===== config.mk =====
export PLATFORM = sky130hd
export DESIGN_NAME = murmur64a_stream_hash
export DESIGN_NICKNAME = d
export VERILOG_FILES = /design/src/hw/rtl/mh64_pkg.sv /design/src/hw/rtl/mh64_mul.sv /design/src/hw/rtl/murmur64a_stream_hash.sv
export SDC_FILE = /design/constraint.sdc
export NUM_CORES = 2
export LEC_CHECK = 0
export ABC_AREA = 1
export BUFFER_PORTS_ARGS = -buffer_cell sky130_fd_sc_hd__buf_2
export CAP_MARGIN = 20
export CORE_AREA = 2 2 286 288
export CTS_CLUSTER_DIAMETER = 40
export CTS_CLUSTER_SIZE = 14
export DETAILED_ROUTE_END_ITERATION = 8
export DIE_AREA = 0 0 288 290
export PLACE_DENSITY = 0.79
export SYNTH_ARGS = -nofsm -noshare
export SYNTH_HDL_FRONTEND = slang
export SYNTH_SLANG_ARGS = --single-unit

===== constraint.sdc =====
create_clock -name clk -period 32.8 [get_ports clk]
set_input_delay 6.56 -clock clk [delete_from_list [all_inputs] [get_ports clk]]
set_output_delay 6.56 -clock clk [all_outputs]
set_load 0.005 [all_outputs]

===== src/hw/rtl/mh64_pkg.sv =====
// ----------------------------------------------------------------------------
// mh64_pkg
// Shared constants and types for the MurmurHash64A stream hasher.
// ----------------------------------------------------------------------------
package mh64_pkg;

  localparam int unsigned HASH_W    = 64;
  localparam int unsigned HALF_W    = HASH_W / 2;
  localparam int unsigned LEN_W     = 32;
  localparam int unsigned CNT_W     = 4;
  localparam int unsigned MIX_SHIFT = 47;

  localparam logic [HASH_W-1:0] MIX_MUL    = 64'hc6a4_a793_5bd1_e995;
  localparam logic [HASH_W-1:0] SEED_RESET = 64'd42;
  localparam logic [CNT_W-1:0]  FULL_CNT   = 4'd8;

  typedef enum logic [2:0] {
    S_IDLE,
    S_OPEN,
    S_MIX1,
    S_MIX2,
    S_MIX3,
    S_TAIL,
    S_FIN,
    S_DONE
  } state_t;

endpackage


===== src/hw/rtl/mh64_mul.sv =====
// ----------------------------------------------------------------------------
// mh64_mul
// Shared multiplier: operand * MIX_MUL mod 2^64 from three 32x32 partial
// products, one per cycle, summed into an accumulator.
// ----------------------------------------------------------------------------
module mh64_mul (
  input  logic                         clk,
  input  logic                         rst,
  input  logic                         start,
  input  logic [mh64_pkg::HASH_W-1:0]  operand,
  output logic                         done,
  output logic [mh64_pkg::HASH_W-1:0]  product
);
  import mh64_pkg::*;

  logic [HASH_W-1:0] a;
  logic [HASH_W-1:0] prod;
  logic [HASH_W-1:0] acc;
  logic [1:0]        step;
  logic              active;
  logic [HALF_W-1:0] a_sel;
  logic [HALF_W-1:0] m_sel;
  logic [HASH_W-1:0] mul_out;

  always_comb begin
    case (step)
      2'd0: begin
        a_sel = a[HALF_W-1:0];
        m_sel = MIX_MUL[HALF_W-1:0];
      end
      2'd1: begin
        a_sel = a[HALF_W-1:0];
        m_sel = MIX_MUL[HASH_W-1:HALF_W];
      end
      default: begin
        a_sel = a[HASH_W-1:HALF_W];
        m_sel = MIX_MUL[HALF_W-1:0];
      end
    endcase
  end

  assign mul_out = {{HALF_W{1'b0}}, a_sel} * {{HALF_W{1'b0}}, m_sel};
  assign product = acc;

  always_ff @(posedge clk) begin
    if (rst) begin
      active <= 1'b0;
      step   <= 2'd0;
      done   <= 1'b0;
    end else begin
      done <= 1'b0;
      if (start) begin
        active <= 1'b1;
        step   <= 2'd0;
      end else if (active) begin
        step <= step + 2'd1;
        if (step == 2'd3) begin
          active <= 1'b0;
          done   <= 1'b1;
        end
      end
    end
  end

  // low x low, then the two cross terms into the upper half
  always_ff @(posedge clk) begin
    if (start) begin
      a <= operand;
    end else if (active) begin
      prod <= mul_out;
      case (step)
        2'd0:    acc <= acc;
        2'd1:    acc <= prod;
        default: acc[HASH_W-1:HALF_W] <= acc[HASH_W-1:HALF_W] + prod[HALF_W-1:0];
      endcase
    end
  end

endmodule


===== src/hw/rtl/murmur64a_stream_hash.sv =====
// ----------------------------------------------------------------------------
// murmur64a_stream_hash
// MurmurHash64A over a byte string delivered as 8-byte little-endian words.
// ----------------------------------------------------------------------------
// Input channel (in_valid/in_ready): one word per message block, first byte
// in bits 7:0. message_length is taken from the first word of a message.
// A word with byte_count below 8, or with last_block set, ends the message;
// an empty message is a single word with byte_count 0.
// Output channel (out_valid/out_ready): one hash per message, held in an
// output register.
// cfg_wr_en/cfg_wr_data load the seed (42 after reset); write it between
// messages.
// All 64-bit multiplies by the mixing constant go through one shared 32x32
// multiplier. A word takes one to five multiplies: opening a message costs
// one, a full block three, a tail one, finalizing one. in_ready is high only
// while idle.
// A finished hash waits in the output register; the next message can be
// worked on meanwhile, but its own result stalls until the register frees.
// Reset (rst, synchronous) closes any open message and clears out_valid.
// ----------------------------------------------------------------------------
module murmur64a_stream_hash (
  input  logic                         clk,
  input  logic                         rst,
  input  logic                         cfg_wr_en,
  input  logic [mh64_pkg::HASH_W-1:0]  cfg_wr_data,
  input  logic                         in_valid,
  output logic                         in_ready,
  input  logic [mh64_pkg::HASH_W-1:0]  block_data,
  input  logic [mh64_pkg::CNT_W-1:0]   byte_count,
  input  logic [mh64_pkg::LEN_W-1:0]   message_length,
  input  logic                         last_block,
  output logic                         out_valid,
  input  logic                         out_ready,
  output logic [mh64_pkg::HASH_W-1:0]  hash_value
);
  import mh64_pkg::*;

  state_t            state, state_next;
  logic              issued, issued_next;
  logic              open_msg, open_msg_next;
  logic              out_valid_next;
  logic [HASH_W-1:0] seed;
  logic [HASH_W-1:0] h, h_next;
  logic [HASH_W-1:0] k, k_next;
  logic [HASH_W-1:0] dat;
  logic [LEN_W-1:0]  len;
  logic [CNT_W-1:0]  cnt;
  logic              lst;
  logic [HASH_W-1:0] hash_next;

  logic              mul_start;
  logic              mul_done;
  logic [HASH_W-1:0] mul_operand;
  logic [HASH_W-1:0] mul_product;

  logic              accept;
  logic [CNT_W-1:0]  cnt_sat;
  logic [HASH_W-1:0] tail_mask;
  logic              compute;
  state_t            body_state;

  assign accept   = in_valid && in_ready;
  assign in_ready = (state == S_IDLE);
  assign cnt_sat  = (byte_count > FULL_CNT) ? FULL_CNT : byte_count;

  always_comb begin
    for (int i = 0; i < 8; i++) begin
      tail_mask[8*i +: 8] = (CNT_W'(i) < cnt) ? 8'hff : 8'h00;
    end
  end

  always_comb begin
    if (cnt == FULL_CNT) begin
      body_state = S_MIX1;
    end else if (cnt != '0) begin
      body_state = S_TAIL;
    end else begin
      body_state = S_FIN;
    end
  end

  always_comb begin
    case (state)
      S_OPEN:  mul_operand = {{(HASH_W-LEN_W){1'b0}}, len};
      S_MIX1:  mul_operand = dat;
      S_MIX2:  mul_operand = k ^ (k >> MIX_SHIFT);
      S_MIX3:  mul_operand = h ^ k;
      S_TAIL:  mul_operand = h ^ (dat & tail_mask);
      S_FIN:   mul_operand = h ^ (h >> MIX_SHIFT);
      default: mul_operand = '0;
    endcase
  end

  assign compute = (state == S_OPEN) || (state == S_MIX1) || (state == S_MIX2) ||
                   (state == S_MIX3) || (state == S_TAIL) || (state == S_FIN);
  assign mul_start = compute && !issued;

  mh64_mul u_mul (
    .clk     (clk),
    .rst     (rst),
    .start   (mul_start),
    .operand (mul_operand),
    .done    (mul_done),
    .product (mul_product)
  );

  always_comb begin
    state_next     = state;
    issued_next    = issued;
    open_msg_next  = open_msg;
    h_next         = h;
    k_next         = k;
    hash_next      = hash_value;
    out_valid_next = out_valid && !out_ready;

    if (mul_start) begin
      issued_next = 1'b1;
    end
    if (mul_done) begin
      issued_next = 1'b0;
    end

    case (state)
      S_IDLE: begin
        if (accept) begin
          open_msg_next = 1'b1;
          if (!open_msg) begin
            state_next = S_OPEN;
          end else if (cnt_sat == FULL_CNT) begin
            state_next = S_MIX1;
          end else if (cnt_sat != '0) begin
            state_next = S_TAIL;
          end else begin
            state_next = S_FIN;
          end
        end
      end
      S_OPEN: begin
        if (mul_done) begin
          h_next     = seed ^ mul_product;
          state_next = body_state;
        end
      end
      S_MIX1: begin
        if (mul_done) begin
          k_next     = mul_product;
          state_next = S_MIX2;
        end
      end
      S_MIX2: begin
        if (mul_done) begin
          k_next     = mul_product;
          state_next = S_MIX3;
        end
      end
      S_MIX3: begin
        if (mul_done) begin
          h_next     = mul_product;
          state_next = lst ? S_FIN : S_IDLE;
        end
      end
      S_TAIL: begin
        if (mul_done) begin
          h_next     = mul_product;
          state_next = S_FIN;
        end
      end
      S_FIN: begin
        if (mul_done) begin
          k_next     = mul_product;
          state_next = S_DONE;
        end
      end
      S_DONE: begin
        if (!out_valid || out_ready) begin
          hash_next      = k ^ (k >> MIX_SHIFT);
          out_valid_next = 1'b1;
          h_next         = '0;
          open_msg_next  = 1'b0;
          state_next     = S_IDLE;
        end
      end
      default: state_next = S_IDLE;
    endcase
  end

  always_ff @(posedge clk) begin
    if (rst) begin
      state     <= S_IDLE;
      issued    <= 1'b0;
      open_msg  <= 1'b0;
      out_valid <= 1'b0;
      seed      <= SEED_RESET;
      h         <= '0;
    end else begin
      state     <= state_next;
      issued    <= issued_next;
      open_msg  <= open_msg_next;
      out_valid <= out_valid_next;
      h         <= h_next;
      if (cfg_wr_en) begin
        seed <= cfg_wr_data;
      end
    end
  end

  always_ff @(posedge clk) begin
    k          <= k_next;
    hash_value <= hash_next;
    if (accept) begin
      dat <= block_data;
      len <= message_length;
      cnt <= cnt_sat;
      lst <= last_block || (cnt_sat != FULL_CNT);
    end
  end

endmodule


; Word-level counts from Yosys, hierarchy flattened
; Cells that the tools add are included.
; W data, S select, Z words.
[classes]
n_lt_le_gt_ge = 9
muxes = 41
reduce_logical = 33
bitwise_logic = 9
n_mul = 1
n_eq_ne = 21
add_sub_neg = 2
[op_table]
columns = cell, count
row1 = $pmux W64 S6, 1
row2 = $mux W64, 3
row3 = $pmux W64 S3, 1
row4 = $xor A64 B64 Y64, 3
row5 = $xor A64 B17 Y64, 2
row6 = $and A64 B64 Y64, 1
row7 = $mul A32 B32 Y64, 1
row8 = $mux W32, 2
row9 = $mux W8, 8
row10 = $pmux W32 S2, 1
row11 = $mux W3, 12
row12 = $add A32 B32 Y32, 1
row13 = $pmux W3 S8, 1
row14 = $lt A3 B4 Y1 const A, 4
row15 = $ne A2 B1 Y1 const B, 8
row16 = $eq A3 B3 Y1 const B, 4
row17 = $reduce_and A3 Y1, 3
row18 = $eq A4 B4 Y1 const B, 2
row19 = $lt A1 B4 Y1 const A, 2
row20 = $lt A2 B4 Y1 const A, 2
row21 = $mux W1, 8
row22 = $reduce_and A8 Y1, 1
row23 = $reduce_bool A4 Y1, 2
row24 = $reduce_or A2 Y1, 4
row25 = other kinds (22), 39
[totals]
register_bits = 559

; Longest topological paths before layout
[logic_depth]
word_depth = 9
ltp_mapped = 41
mapped_depth_nobuf = 40

; Cells and area by module
; A second synthesis with hierarchy kept.
[unflattened]
hier_cells = 5825
hier_area_um2 = 51687.1
[by_module_without_submodules]
columns = mod, area_per_inst_um2, seq_area_each_um2, instances, cells_per_inst
row1 = mh64_mul, 35087.4, 5845.6, 1, 4050
row2 = murmur64a_stream_hash, 16599.7, 9559.2, 1, 1775

; Least setup slack after synthesis
; No wires, ideal clock.
[synth_path]
path_kind = reg2reg
from = register state[2]
to = register u_mul.prod[0] (enable)
n_path_buf = 1
arrival_time_ns = 9.411
path_slack_ns = 22.324
stages_incl_launch_ff = 7
synth_period_minus_slack_ns = 10.476
required_time_ns = 31.735
setup_ns = 1.065
cell_sequence = dfxtp_1 buf_6 nor2_2 inv_2 nor2_4 nor3_1 nor2_1
[synth_between]
elab_chain_len = 9
[synth_lines]
columns = element, line
row1 = start: declaration, murmur64a_stream_hash.sv:38  ; state_t state, state_next;
row2 = start signal: assignment, murmur64a_stream_hash.sv:196  ; state <= state_next;
row3 = $eq A3 B1 Y1 / $eq A3 B2 Y1 (equally long branches), murmur64a_stream_hash.sv:94  ; assign compute = (state == S_OPEN) || (state == S_MIX1) || (state == S_MIX2) ||
row4 = $logic_or A1 B1 Y1 (3 in a row), murmur64a_stream_hash.sv:94
row5 = $logic_or A1 B1 Y1, murmur64a_stream_hash.sv:95  ; (state == S_MIX3) || (state == S_TAIL) || (state == S_FIN);
row6 = $logic_or A1 B1 Y1 (*), murmur64a_stream_hash.sv:95
row7 = $logic_and A1 B1 Y1 (*), murmur64a_stream_hash.sv:96  ; assign mul_start = compute && !issued;
row8 = net mul_start, murmur64a_stream_hash.sv:51  ; logic mul_start;
row9 = $not A1 Y1 (no source line) (*), n/a
row10 = $reduce_and A2 Y1 (no source line) (*), n/a
row11 = end signal: assignment, mh64_mul.sv:70  ; prod <= mul_out;
row12 = end: declaration, mh64_mul.sv:17  ; logic [HASH_W-1:0] prod;
; The timed path passes the listed nets; every way through them passes the cells marked *.
; A chain may end at the register's enable or synchronous reset.

; Final worst setup path
[layout_path]
from = register u_mul.step[0]
to = register u_mul.prod[63], data pin
[layout_between]
elab_chain_len = 4
[layout_lines]
columns = element, line
row1 = start: declaration, mh64_mul.sv:19  ; logic [1:0] step;
row2 = start signal: assignment, mh64_mul.sv:56  ; step <= step + 2'd1;
row3 = $eq A2 B1 Y1 / $logic_not A2 Y1 (equally long branches), mh64_mul.sv:26  ; case (step)
row4 = $reduce_or A2 Y1 (no source line), n/a
row5 = $mux W32, mh64_mul.sv:26
row6 = $mul A32 B32 Y64 (*), mh64_mul.sv:42  ; assign mul_out = {{HALF_W{1'b0}}, a_sel} * {{HALF_W{1'b0}}, m_sel};
row7 = net u_mul.mul_out[63], mh64_mul.sv:23  ; logic [HASH_W-1:0] mul_out;
; Marked as above.

==> impl_metrics.py <==
metrics = {
    "outcome": {
        "status": "finished clean",
    },
    "sta": {
        "finalSetupViolations": 0,
        "skew_ns": 0.0751,
        "finalHoldViolCount": 0,
        "max-slew-margin-rel_pct": 27.6,
        "fin_crit_ns": 9.38,
        "rsz0062_at_grt": "no",
        "max_freq_ghz": 0.107,
        "fin_tns_setup_ns": 0,
        "tightestPinTransition_ns": 1.09,
        "drv_slew": 0,
        "finalCritPeriodShare_pct": 28.6,
    },
    "floorplan": {
        "initial_core_util_pct": 64.8,
        "fp.dieH_um": 290,
        "die-area_um2": 83500,
        "die_w_um": 288,
        "core_area_um2": 80200,
        "io_pins": 236,
        "rows": 104,
    },
    "final_layout": {
        "drive_gt1_share_pct": 9.58,
        "n_fill_cell": 6133,
        "fin_cells": 7233,
        "nets": 7322,
        "area_growth_pct": 9.70,
    },
    "setup_path": {
        "critPathCaptureType": "register",
        "slowest_delay_ns": 0.69,
        "crit_buf_inv": 7,
        "path_delay_family": "adder cells",
        "worstPathArrival_ns": 9.77,
        "crit_required_ns": 33.19,
        "cp-startpoint": "u_mul.step[0]$_SDFFE_PP0P_",
        "cp-start-kind": "register",
        "r2r_end": "u_mul.prod[63]$_DFFE_PP_",
        "slowest_stage": "nor2_1",
        "regToRegStartpoint": "u_mul.step[0]$_SDFFE_PP0P_",
        "cp_common_cell": "fa_1",
        "critical_path_class": "register to register",
        "r2r_cells": 26,
        "crit_path_max_fanout": 43,
        "rrSetupSlack_ns": 23.42,
    },
    "job": {
        "max_cap_viol_count": 0,
    },
    "cts": {
        "h-tree-depth": 3,
        "clk_pin_slew_ns": 0.06,
        "cts_setup_buffers": 0,
        "cts_tree": "yes",
        "clock-sinks": 559,
        "cts_resized": 0,
        "ctsHoldBuffers": 0,
        "cts_buffers": 81,
        "clkLatencyLatePin_ns": 0.67,
        "clock_path_buffers": 3,
        "cts-root-buf": "clkbuf_16",
    },
    "synth": {
        "synth_top_area_share_pct": 24.3,
        "synthTopCellsByCount": "inv_1 (1310), nand2_1 (1279), fa_1 (625)",
        "yosysMostFrequentCell": "inv_1",
        "synth.distinct_cells": 50,
        "synthesis.area_um2": 52000,
        "avgSynthCellArea_um2": 8.84,
        "synth_area_leader_cell": "edfxtp_1",
        "yosys-top-cells-area": "edfxtp_1 (24%), fa_1 (24%), ha_1 (10%)",
        "ys_ff_latch": 559,
        "synth-async-reset-ratio_pct": 0,
        "yosys_most_used_dff": "edfxtp_1",
        "synth-seq-area-share_pct": 29.6,
        "synth_cells": 5877,
        "yosysWarnings": 0,
        "synth_edf_count": 421,
    },
    "global_routing": {
        "grt_pass1_vias": 42900,
        "grt_pass1_wl_um": 274000,
        "antenna_found_initial": 9,
        "track_usage_pct": 45.5,
        "grt_overflow_total": 0,
        "grt_max_degree": 79,
    },
    "detailed_routing": {
        "initialDrtViolationCount": 5850,
        "met2_length_um": 79100,
        "via_per_inst": 5.97,
        "drt_pass1_iterations": 7,
        "totalWireLength_um": 188000,
        "drc": 0,
        "m1WireLength_um": 67000,
        "postRouteAntennaNets": 0,
        "num_vias": 43200,
        "top_layer_used": "met5",
        "wl_met3_um": 27600,
        "wl_per_cell_um": 26.0,
    },
    "hold_path": {
        "whs_path_depth": 0,
        "min_path_type": "register to register",
        "hold_end": "k[1]$_DFFE_PP_",
        "hold_start": "u_mul.product[1]$_DFFE_PP_",
    },
    "placed_design": {
        "port_buffers": 235,
        "dp_cells": 7074,
        "place_congestion": 1.08,
        "post-dp-hpwl_um": 151000,
    },
}
==> per-stage QoR <==
stage / hold slack, ns / utilization (%) / cell area [um2] / worst slack, ns
after floorplan: 0.426 / - / 52000 / 22.32
after global placement: 0.455 / 67.5 / 54100 / 23.66
after detailed placement: 0.464 / 67.5 / 54100 / 23.59
after CTS: 0.477 / 71.1 / 57000 / 23.56
after global routing: 0.495 / 71.1 / 57000 / 23.11
final: 0.483 / 71.1 / 57000 / 23.42
==> cell type report <==
class,instances,area (um2),share of cell area (%)
multi-input cells,3808,30800,54.0
flip-flops and latches,559,15400,27.0
inverters,1371,5150,9.04
clock buffers,94,2160,3.79
repair buffers,277,1500,2.62
well taps,1060,1330,2.33
clock inverters,58,673,1.18
diodes,6,15.0,0.0263
==> cells by family after synthesis <==
logic type / Yosys count / share of synthesized area [%]
flip-flops: 559 / 29.6
other: 2 / 0.0145
AO/OA/AOI/OAI: 592 / 6.77
AND/OR/NAND/NOR: 2071 / 16.4
adder cells (fa/ha/maj): 1054 / 34.4
buffers and inverters: 1514 / 11.3
XOR/XNOR: 85 / 1.43
==> worst max path at each step <==
stage                               end  slack (ns)  depth (start not counted)
5_1_grt        u_mul.prod[50]$_DFFE_PP_       23.11                         27
3_5_place_dp   u_mul.prod[63]$_DFFE_PP_       23.59                         26
6_report       u_mul.prod[63]$_DFFE_PP_       23.42                         26
2_1_floorplan   u_mul.prod[0]$_DFFE_PP_       22.32                          6
4_1_cts        u_mul.prod[63]$_DFFE_PP_       23.56                         26
3_3_place_gp   u_mul.prod[63]$_DFFE_PP_       23.66                         26
==> state kept, by name (all words and copies together), names as in the netlist, 2 cells and up <==
name,flops
dat,64
h,64
hash_value,64
k,64
seed,64
u_mul.a,64
u_mul.prod,64
u_mul.product,64
len,32
cnt,4
state,3
u_mul.step,2
==> layout by cell type, fill, tap and decap left out, types with 138 or more instances in the layout <==
master    count
ha_1        428
nand3_1     199
a21oi_1     256
buf_2       235
edfxtp_1    421
inv_1      1308
nand2_1    1279
fa_1        625
dfxtp_1     138
nor2_1      422
==> routing by layer <==
metal  track usage [%]  up-vias
met5                 0        -
met4              26.0        2
met3              15.8      749
met2              66.2     3258
met1              59.1    20500
li1                  -    18700
Power is not shown: default switching activity piles up to over one toggle a cycle in this logic, so the estimate is an artifact.
